## config.mk

```make
export PLATFORM = sky130hd
export DESIGN_NAME = two_class_transmit_arbiter
export DESIGN_NICKNAME = d
export VERILOG_FILES = /design/src/rtl/tcta_pkg.sv /design/src/rtl/two_class_transmit_arbiter.sv /design/src/rtl/tcta_fifo.sv
export SDC_FILE = /design/constraint.sdc
export NUM_CORES = 1
export LEC_CHECK = 0
export BUFFER_PORTS_ARGS = -buffer_cell sky130_fd_sc_hd__buf_2
export CORE_MARGIN = 2
export CORE_UTILIZATION = 50
export CTS_BUF_LIST = sky130_fd_sc_hd__clkbuf_2 sky130_fd_sc_hd__clkbuf_4 sky130_fd_sc_hd__clkbuf_8
export DETAILED_ROUTE_END_ITERATION = 10
export MAX_ROUTING_LAYER = met4
export PLACE_DENSITY_LB_ADDON = 0.2
export SLEW_MARGIN = 20
export SYNTH_ARGS = -nofsm -noshare
export SYNTH_HDL_FRONTEND = slang
export SYNTH_HIERARCHICAL = 1
export SYNTH_SLANG_ARGS = --single-unit
export TNS_END_PERCENT = 10
```

## constraint.sdc

```tcl
create_clock -name i_clk -period 5.1 [get_ports i_clk]
set_input_delay 1.02 -clock i_clk [delete_from_list [all_inputs] [get_ports i_clk]]
set_output_delay 1.02 -clock i_clk [all_outputs]
set_load 0.02 [all_outputs]
```

## src/rtl/tcta_pkg.sv

```systemverilog
// ----------------------------------------------------------------------------
// tcta_pkg
// Shared types and codes for the two-class transmit arbiter.
// ----------------------------------------------------------------------------
package tcta_pkg;

    localparam int QUEUE_DEPTH_DEF = 16;
    localparam int TAG_W           = 32;
    localparam int MODE_W          = 2;

    // retrieval modes; the upper mode bit selects in-order operation
    localparam logic [MODE_W-1:0] MODE_ROUND_ROBIN = 2'd0;
    localparam logic [MODE_W-1:0] MODE_ACK_PRIO    = 2'd1;
    localparam logic [MODE_W-1:0] MODE_IN_ORDER    = 2'd2;
    localparam int                MODE_IN_ORDER_BIT = 1;

    localparam logic FUNC_ADD      = 1'b0;
    localparam logic FUNC_RETRIEVE = 1'b1;

    typedef struct packed {
        logic             func;
        logic             packet_is_ack;
        logic [TAG_W-1:0] packet_tag;
    } t_in_item;

    typedef struct packed {
        logic             got_packet;
        logic [TAG_W-1:0] out_tag;
        logic             from_ack_queue;
        logic             add_dropped;
    } t_out_item;

    typedef struct packed {
        logic push;
        logic pop;
    } t_fifo_ctrl;

endpackage

```

## src/rtl/two_class_transmit_arbiter.sv

```systemverilog
// ----------------------------------------------------------------------------
// two_class_transmit_arbiter
// Ack and data handle FIFOs served by round robin, ack priority or in order.
// ----------------------------------------------------------------------------
//  channel   signals                             direction
//  input     i_in_valid / o_in_ready / i_in_data     in   add or retrieve request
//  output    o_out_valid / i_out_ready / o_out_data  out  one result per request
//  config    i_cfg_valid / o_cfg_ready / i_cfg_data  in   retrieval mode
//
//  One request per cycle while the output is not stalled. A request passes an
//  input register, then the result register, with FIFO head reads prefetched from the next head slot.
//  Synchronous active-low reset empties both FIFOs and clears the mode and
//  the round-robin toggle. A stalled output holds the result; the input
//  register then fills and o_in_ready drops.
// ----------------------------------------------------------------------------
module two_class_transmit_arbiter
    import tcta_pkg::*;
#(
    parameter int QUEUE_DEPTH = QUEUE_DEPTH_DEF
) (
    input  logic              i_clk,
    input  logic              i_rst_n,
    input  logic              i_in_valid,
    output logic              o_in_ready,
    input  t_in_item          i_in_data,
    output logic              o_out_valid,
    input  logic              i_out_ready,
    output t_out_item         o_out_data,
    input  logic              i_cfg_valid,
    output logic              o_cfg_ready,
    input  logic [MODE_W-1:0] i_cfg_data
);

    localparam int CW = $clog2(QUEUE_DEPTH + 1);

    t_in_item          r_in;
    logic              r_in_vld;
    t_out_item         r_out;
    t_out_item         n_out;
    logic              r_out_vld;
    logic [MODE_W-1:0] r_mode;
    logic              r_rr;

    logic              advance;
    logic              in_accept;
    logic              in_order;
    logic              is_add;
    logic              to_data;
    logic              drop;
    logic              have_ack;
    logic              have_data;
    logic              pick_ack;
    logic              pick_data;
    logic              rr_toggle;
    t_fifo_ctrl        ack_ctrl;
    t_fifo_ctrl        data_ctrl;
    logic [CW-1:0]     ack_count;
    logic [CW-1:0]     data_count;
    logic [TAG_W-1:0]  ack_head;
    logic [TAG_W-1:0]  data_head;

    assign advance    = r_in_vld && (!r_out_vld || i_out_ready);
    assign o_in_ready = !r_in_vld || advance;
    assign in_accept  = i_in_valid && o_in_ready;

    assign in_order  = r_mode[MODE_IN_ORDER_BIT];
    assign is_add    = (r_in.func == FUNC_ADD);
    assign to_data   = in_order || !r_in.packet_is_ack;
    assign have_ack  = (ack_count != '0);
    assign have_data = (data_count != '0);

    always_comb begin
        pick_ack  = 1'b0;
        pick_data = 1'b0;
        rr_toggle = 1'b0;
        drop      = is_add && (to_data ? (data_count == CW'(QUEUE_DEPTH))
                                       : (ack_count == CW'(QUEUE_DEPTH)));
        if (!is_add) begin
            priority if (in_order) begin
                pick_data = have_data;
            end else if (r_mode == MODE_ACK_PRIO) begin
                pick_ack  = have_ack;
                pick_data = !have_ack && have_data;
            end else if (have_ack && have_data) begin
                // a clear flag serves acks, then the flag toggles
                rr_toggle = 1'b1;
                pick_ack  = !r_rr;
                pick_data = r_rr;
            end else begin
                pick_ack  = have_ack;
                pick_data = have_data;
            end
        end

        ack_ctrl.push  = advance && is_add && !to_data && !drop;
        ack_ctrl.pop   = advance && pick_ack;
        data_ctrl.push = advance && is_add && to_data && !drop;
        data_ctrl.pop  = advance && pick_data;

        n_out.got_packet     = pick_ack || pick_data;
        n_out.out_tag        = pick_ack ? ack_head : (pick_data ? data_head : '0);
        n_out.from_ack_queue = pick_ack;
        n_out.add_dropped    = drop;
    end

    tcta_fifo #(
        .DEPTH (QUEUE_DEPTH)
    ) u_ack_fifo (
        .i_clk       (i_clk),
        .i_rst_n     (i_rst_n),
        .i_ctrl      (ack_ctrl),
        .i_data      (r_in.packet_tag),
        .o_count     (ack_count),
        .o_head_data (ack_head)
    );

    tcta_fifo #(
        .DEPTH (QUEUE_DEPTH)
    ) u_data_fifo (
        .i_clk       (i_clk),
        .i_rst_n     (i_rst_n),
        .i_ctrl      (data_ctrl),
        .i_data      (r_in.packet_tag),
        .o_count     (data_count),
        .o_head_data (data_head)
    );

    always_ff @(posedge i_clk) begin
        if (in_accept) begin
            r_in <= i_in_data;
        end
        if (advance) begin
            r_out <= n_out;
        end
    end

    always_ff @(posedge i_clk) begin
        if (!i_rst_n) begin
            r_in_vld  <= 1'b0;
            r_out_vld <= 1'b0;
            r_mode    <= MODE_ROUND_ROBIN;
            r_rr      <= 1'b0;
        end else begin
            r_in_vld  <= in_accept || (r_in_vld && !advance);
            r_out_vld <= advance || (r_out_vld && !i_out_ready);
            if (i_cfg_valid) begin
                r_mode <= i_cfg_data;
            end
            if (advance && rr_toggle) begin
                r_rr <= !r_rr;
            end
        end
    end

    assign o_cfg_ready = 1'b1;
    assign o_out_valid = r_out_vld;
    assign o_out_data  = r_out;

endmodule

```

## src/rtl/tcta_fifo.sv

```systemverilog
// ----------------------------------------------------------------------------
// tcta_fifo
// Circular FIFO of packet handles with the head entry held in a register.
// ----------------------------------------------------------------------------
module tcta_fifo
    import tcta_pkg::*;
#(
    parameter int DEPTH = QUEUE_DEPTH_DEF
) (
    input  logic                       i_clk,
    input  logic                       i_rst_n,
    input  t_fifo_ctrl                 i_ctrl,
    input  logic [TAG_W-1:0]           i_data,
    output logic [$clog2(DEPTH+1)-1:0] o_count,
    output logic [TAG_W-1:0]           o_head_data
);

    localparam int AW = (DEPTH > 1) ? $clog2(DEPTH) : 1;
    localparam int CW = $clog2(DEPTH + 1);

    logic [TAG_W-1:0] r_mem [DEPTH];
    logic [TAG_W-1:0] r_rd_data;
    logic [AW-1:0]    r_head;
    logic [AW-1:0]    r_tail;
    logic [CW-1:0]    r_count;
    logic [AW-1:0]    n_head;
    logic [AW-1:0]    n_tail;
    logic [CW-1:0]    n_count;

    function automatic logic [AW-1:0] wrap_inc(input logic [AW-1:0] ptr);
        return (ptr == AW'(DEPTH - 1)) ? '0 : ptr + 1'b1;
    endfunction

    always_comb begin
        n_head  = i_ctrl.pop  ? wrap_inc(r_head) : r_head;
        n_tail  = i_ctrl.push ? wrap_inc(r_tail) : r_tail;
        n_count = r_count;
        if (i_ctrl.push && !i_ctrl.pop) begin
            n_count = r_count + 1'b1;
        end else if (i_ctrl.pop && !i_ctrl.push) begin
            n_count = r_count - 1'b1;
        end
    end

    always_ff @(posedge i_clk) begin
        if (i_ctrl.push) begin
            r_mem[r_tail] <= i_data;
        end
        // read ahead at the next head; a write to that slot bypasses the array
        if (i_ctrl.push && (r_tail == n_head)) begin
            r_rd_data <= i_data;
        end else begin
            r_rd_data <= r_mem[n_head];
        end
    end

    always_ff @(posedge i_clk) begin
        if (!i_rst_n) begin
            r_head  <= '0;
            r_tail  <= '0;
            r_count <= '0;
        end else begin
            r_head  <= n_head;
            r_tail  <= n_tail;
            r_count <= n_count;
        end
    end

    assign o_count     = r_count;
    assign o_head_data = r_rd_data;

endmodule

```

==> results of run 1 <==
worst min path at each step:
stage | start | endpoint | slack, ns
finish | i_in_data[2] | r_in[2]$_DFFE_PP_ | 0.35
global route | i_in_data[2] | r_in[2]$_DFFE_PP_ | 0.31
CTS | i_in_data[2] | r_in[2]$_DFFE_PP_ | 0.28
detailed placement | r_rr$_SDFFE_PN0P_ | r_rr$_SDFFE_PN0P_ | 0.49
global placement | r_rr$_SDFFE_PN0P_ | r_rr$_SDFFE_PN0P_ | 0.47
floorplan | u_data_fifo/o_count[4]$_SDFFE_PN0P_ | u_data_fifo/o_count[4]$_SDFFE_PN0P_ | 0.45
per-layer routing:
metal | up-vias | global-route usage, % | share of wire [%]
met5 | - | - | 0
met4 | 0 | 7.17 | 2.4
met3 | 156 | 4.00 | 7.1
met2 | 876 | 35.0 | 48
met1 | 11125 | 32.1 | 42
li1 | 8802 | - | -
area by class of cell:
cell class | count | share of cell area (%)
Sequential cell | 1132 | 69.2
Antenna cell | 1 | 0.00515
Tap cell | 1144 | 2.94
Clock inverter | 87 | 1.39
Inverter | 17 | 0.131
Timing Repair Buffer | 132 | 1.85
Clock buffer | 242 | 6.05
Multi-Input combinational cell | 758 | 18.5
cell families (layout without fill, tap and decap cells):
family	Yosys count	count (layout)	share of synthesized area (%)
flops	1132	1132	77.9
xor+xnor	8	8	0.163
other cells	1	2	0.00870
buf+inv	123	478	1.48
fa+ha+maj	20	20	0.615
simple gates	263	263	2.83
compound gates	198	198	3.32
mux	268	268	13.7
placed cells by master, fill, tap and decap left out, drive strengths merged, types with 3 or more instances in the layout:
cell type | Yosys | layout
a21o | 7 | 7
a21oi | 14 | 14
a22oi | 128 | 128
and2 | 44 | 44
buf | 60 | 132
bufinv | 0 | 8
clkbuf | 46 | 242
clkinv | 0 | 69
clkinvlp | 0 | 5
dfxtp | 39 | 39
edfxtp | 1093 | 1093
ha | 18 | 18
inv | 17 | 22
mux2 | 3 | 3
mux2i | 9 | 9
mux4 | 256 | 256
nand2 | 145 | 145
nand2b | 8 | 8
nand3 | 7 | 7
nor2 | 33 | 33
nor2b | 8 | 8
nor4 | 3 | 3
o21ai | 5 | 5
o21bai | 3 | 3
o22ai | 32 | 32
xor2 | 6 | 6
state kept, by name (all words and copies together) (netlist names), 2 cells and up, named ones only:
register / flops
u_ack_fifo/r_head: 4
o_out_data: 35
u_ack_fifo/o_count: 5
u_ack_fifo/r_mem: 512
r_in: 34
r_mode: 2
u_data_fifo/r_tail: 4
u_ack_fifo/r_tail: 4
u_data_fifo/o_count: 5
u_data_fifo/r_head: 4
u_data_fifo/r_mem: 512
power by group:
part           leakage [nW]  switching, mW  internal, mW
logic                  3.32          0.615         0.382
registers              10.2         0.0734          10.3
clock network          1.91           3.50          4.18
total                  15.4           4.19          14.8
metrics by stage:
step	power (mW)	instance area (um2)	setup slack, ns	hold WS [ns]
after floorplan	11.2	43100	0.949	0.455
after global placement	11.5	44900	1.42	0.468
after detailed placement	11.5	44900	1.35	0.493
after CTS	19.2	48600	1.57	0.283
after global routing	19.7	48600	1.37	0.311
final	19.0	48600	1.61	0.353
==> impl_metrics.ini, run 1 <==
[timing]
tns_ns = 0
fmax_ghz = 0.286
post-route-period-util_pct = 68.5
rsz0062_at_grt = false
drv_slew = 0
hold_viol = 0
period_needed_ns = 3.49
tightest_slew_ns = 1.10
finalSetupViolations = 0
slew_headroom_pct = 26.6
clock_skew_ns = 0.0431

[global_routing]
antenna_found_initial = 5
grt_start_max_net_pins = 89
overflow = 0
grt_pass1_vias = 21357
grt_pass1_wl_mm = 144
grt_use_total_pct = 23.0

[detailed_routing]
num_vias = 20959
drc_errors = 0
viasPerCell = 5.97
wl_per_cell_um = 27.9
wirelength_mm = 98.0
drt_pass1_iterations = 6
ant_nets = 0
drtIter0Drc = 2118

[final_layout]
seq_area_um2 = 33600
nets = 2279
drive_above_1_share_pct = 31.0
multi_input_area_um2 = 8970
n_fill_cell = 6263
final_util_pct = 57.0
final_cell_count_no_fill = 3513
area.growth.synth_to_final_pct = 12.7

[setup_path]
end_kind = register
rr_worst_depth = 11
critPathLaunch = u_data_fifo/o_count[1]$_SDFFE_PN0P_
rr_endpoint = u_ack_fifo/o_count[4]$_SDFFE_PN0P_
crit_required_ns = 5.87
crit_path_end = u_ack_fifo/o_count[4]$_SDFFE_PN0P_
cp_max_fo = 34
critPathBufInv = 1
crit_arrival_ns = 4.26
cp-start-kind = register
r2r-start = u_data_fifo/o_count[1]$_SDFFE_PN0P_
cp_top_family = simple AND/OR/NAND/NOR gates
worstPathCellList = nor4_1 -> and2b_2 -> o21bai_4 -> nor2_1 -> inv_1 -> ha_1 -> fa_1 -> nand2b_1 -> a21oi_1 -> mux2i_1 -> mux2i_1
cp.depth = 11
slowest_stage = nor2_1
regToRegSetupSlack_ns = 1.61
max_stage_delay_ns = 0.48
crit_type = register to register
crit_top_cell = mux2i_1

[synth]
synth_most_common_cell = edfxtp_1
syn_nets = 2074
synth_cells = 2013
ys_top_cells_by_area = edfxtp_1 76%, mux4_2 13%, a22oi_1 2.2%
yosys_warnings = 6
seq_area_frac_synth_pct = 77.9
syn_area_um2 = 43100
syn_avg_cell_area_um2 = 21.4
yosysTopAreaCell = edfxtp_1
synth_top_area_share_pct = 76.1
ys_types = 47
yosys-top-cells-count = 1,093 x edfxtp_1, 256 x mux4_2, 145 x nand2_1, 128 x a22oi_1, 46 x clkbuf_1
synthFlopType = edfxtp_1
synthArstFlopShare_pct = 0
synth_edf_count = 1093
ys_ff_latch = 1132

[clocking]
cts_setup_buffers = 0
root_buffer = clkbuf_8
clk_path_buf_depth = 3
clk_pin_slew_ns = 0.06
cts_tree = built
clk_latency_ns = 0.84
clock-sinks = 1132
post_cts_resized = 0
htree_levels = 4
cts_inserted_buffers = 177
cts_hold_buf = 0

[placed_design]
hpwl_mm = 57.5
io_buffers = 77
dp_cells = 3181
gp_congestion = 0.841

[die]
die_w_um = 298
core_um2 = 85300
row_count = 107
num_io_pins = 79
dieArea_um2 = 88600
die_y_um = 298
initial_core_util_pct = 50.6

[run]
max-cap-violations = 0

[hold_path]
min_path_type = input pin to register
holdPathStages = 1

[pwr]
peakVddDrop_mv = 0.261
power.density_nw_per_um2 = 392
p_leak_nw = 15.4

[status]
status = complete, no violations
Note: power is estimated with default switching activity, not from simulation.
==> inputs of run 2 (changes only) <==
==> constraint.sdc (replaced) <==
create_clock -name i_clk -period 3.1 [get_ports i_clk]
set_input_delay 0.62 -clock i_clk [delete_from_list [all_inputs] [get_ports i_clk]]
set_output_delay 0.62 -clock i_clk [all_outputs]
set_load 0.02 [all_outputs]
==> impl_metrics.ini, run 2 (same netlist as run 1, synthesis figures left out) <==
[clocking]
clk_pin_slew_ns = 0.06
clk_latency_ns = 0.84
htree_levels = 4
clk_path_buf_depth = 3
clock-sinks = 1132
cts_inserted_buffers = 180
cts_tree = built
root_buffer = clkbuf_8

[global_routing]
grt_pass1_vias = 22384
antenna_found_initial = 1
grt_use_total_pct = 23.7
grt_pass1_wl_mm = 147
grt_start_max_net_pins = 66
overflow = 0

[pwr]
clkPwrFrac_pct = 40.2
power_mw = 31.3
swShare_pct = 22.2
peakVddDrop_mv = 0.427
power_switching_mw = 6.95
p_leak_nw = 16.2
pwr-share-seq_pct = 54.6
power.density_nw_per_um2 = 624
pwr-share-comb_pct = 5.2
intPower_mw = 24.3

[timing]
post-route-period-util_pct = 94.7
rsz0062_at_grt = false
slew_headroom_pct = 26.9
period_needed_ns = 2.93
drv_slew = 0
clock_skew_ns = 0.0385
fmax_ghz = 0.341
tns_ns = 0
finalSetupViolations = 0
hold_viol = 0
tightest_slew_ns = 1.10

[hold_path]
holdPathStages = 3
min_path_type = input pin to register
hold_end = r_mode[1]$_SDFFE_PN0P_
min_from = i_cfg_data[1]

[die]
num_io_pins = 79
die_w_um = 298
row_count = 107
initial_core_util_pct = 50.6
core_um2 = 85300
die_y_um = 298
dieArea_um2 = 88600

[placed_design]
io_buffers = 77
gp_congestion = 0.846
hpwl_mm = 59.6

[setup_path]
end_kind = register
r2r-start = u_ack_fifo/o_count[3]$_SDFFE_PN0P_
rr_endpoint = u_data_fifo/o_count[4]$_SDFFE_PN0P_
rr_worst_depth = 11
crit_type = register to register
crit_arrival_ns = 3.68
crit_required_ns = 3.85
cp_max_fo = 4
regToRegSetupSlack_ns = 0.17
cp-start-kind = register

[final_layout]
area.growth.synth_to_final_pct = 16.2
layout_common_cells = 1,093 x edfxtp_1, 256 x mux4_2, 187 x clkbuf_8
nets = 2400
multi_input_area_um2 = 8980
seq_area_um2 = 33600
final_common_cell = edfxtp_1
n_fill_cell = 6185
drive_above_1_share_pct = 32.6

[detailed_routing]
viasPerCell = 5.97
wl_per_cell_um = 27.7
num_vias = 21684
drt_pass1_iterations = 7
drc_errors = 0
drtIter0Drc = 2452
ant_nets = 0
wirelength_mm = 101

[run]
max-cap-violations = 0

[status]
status = complete, no violations
-- run 2: worst max-delay path by stage --
stage,startpoint,endpoint,depth (start not counted)
finish,u_ack_fifo/o_count[3]$_SDFFE_PN0P_,u_data_fifo/o_count[4]$_SDFFE_PN0P_,11
global route,u_ack_fifo/o_count[3]$_SDFFE_PN0P_,u_data_fifo/o_count[4]$_SDFFE_PN0P_,11
CTS,u_ack_fifo/o_count[3]$_SDFFE_PN0P_,u_data_fifo/o_count[4]$_SDFFE_PN0P_,11
detailed placement,u_ack_fifo/o_count[3]$_SDFFE_PN0P_,u_data_fifo/o_count[4]$_SDFFE_PN0P_,11
global placement,u_ack_fifo/o_count[3]$_SDFFE_PN0P_,u_data_fifo/o_count[4]$_SDFFE_PN0P_,11
floorplan,i_out_ready,u_data_fifo/r_mem[0][0]$_DFFE_PP_,6
-- run 2: power groups by stage --
| stage | logic, mW | clock network [mW] | registers (mW) |
|---|---|---|---|
| 3_3_place_gp | 1.41 | 0 | 17.5 |
| 6_report | 1.63 | 12.6 | 17.1 |
| 3_5_place_dp | 1.45 | 0 | 17.5 |
| 5_1_grt | 1.75 | 13.5 | 17.1 |
| 4_1_cts | 1.49 | 12.9 | 17.2 |
| 2_1_floorplan | 1.01 | 0 | 17.4 |
-- run 2: critical path: stages (launching register included) --
cell and delay (ns):
dfxtp_1 0.34, or4_4 0.58, nor2_4 0.14, nor2_1 0.07
nor3_2 0.19, inv_1 0.10, ha_1 0.25, fa_1 0.42
nand2b_1 0.19, a21oi_1 0.16, mux2i_1 0.24, mux2i_1 0.19
-- run 2: what timing repair did --
action                                  in CTS  in global routing
hold buffers                                35                  0
gates resized for setup                      0                  2
hold endpoints to repair                    35                  0
endpoints found under the setup margin       0                  1
setup buffers                                0                  0
-- run 2: per-layer routing --
layer  vias up  wire, um  GRT usage (%)
li1       9054         -              -
met1     11563     43400           33.3
met2       903     47300           35.1
met3       164      7560           4.87
met4         0      2470           7.85
met5         -         0              -
-- run 2: final cells by class --
type,count,area share (%)
Antenna cell,1,0.00499
Clock buffer,239,5.91
Clock inverter,90,1.26
Inverter,17,0.127
Multi-Input combinational cell,758,17.9
Sequential cell,1132,67.1
Tap cell,1144,2.86
Timing Repair Buffer,250,4.85
-- run 2: through the flow --
| step | hold slack (ns) | area [um2] | worst slack [ns] | cells | utilization [%] |
|---|---|---|---|---|---|
| final | 0.0759 | 50100 | 0.166 | 3631 | 58.8 |
| after global routing | 0.0840 | 50100 | 0.0268 | 3631 | 58.8 |
| after CTS | 0.0126 | 49800 | 0.0901 | 3607 | 58.4 |
| after detailed placement | 0.476 | 45800 | 0.112 | 3243 | 53.7 |
| after global placement | 0.468 | 45800 | 0.0767 | 3240 | 53.7 |
| after floorplan | 0.455 | 43100 | -0.226 | 2013 | - |
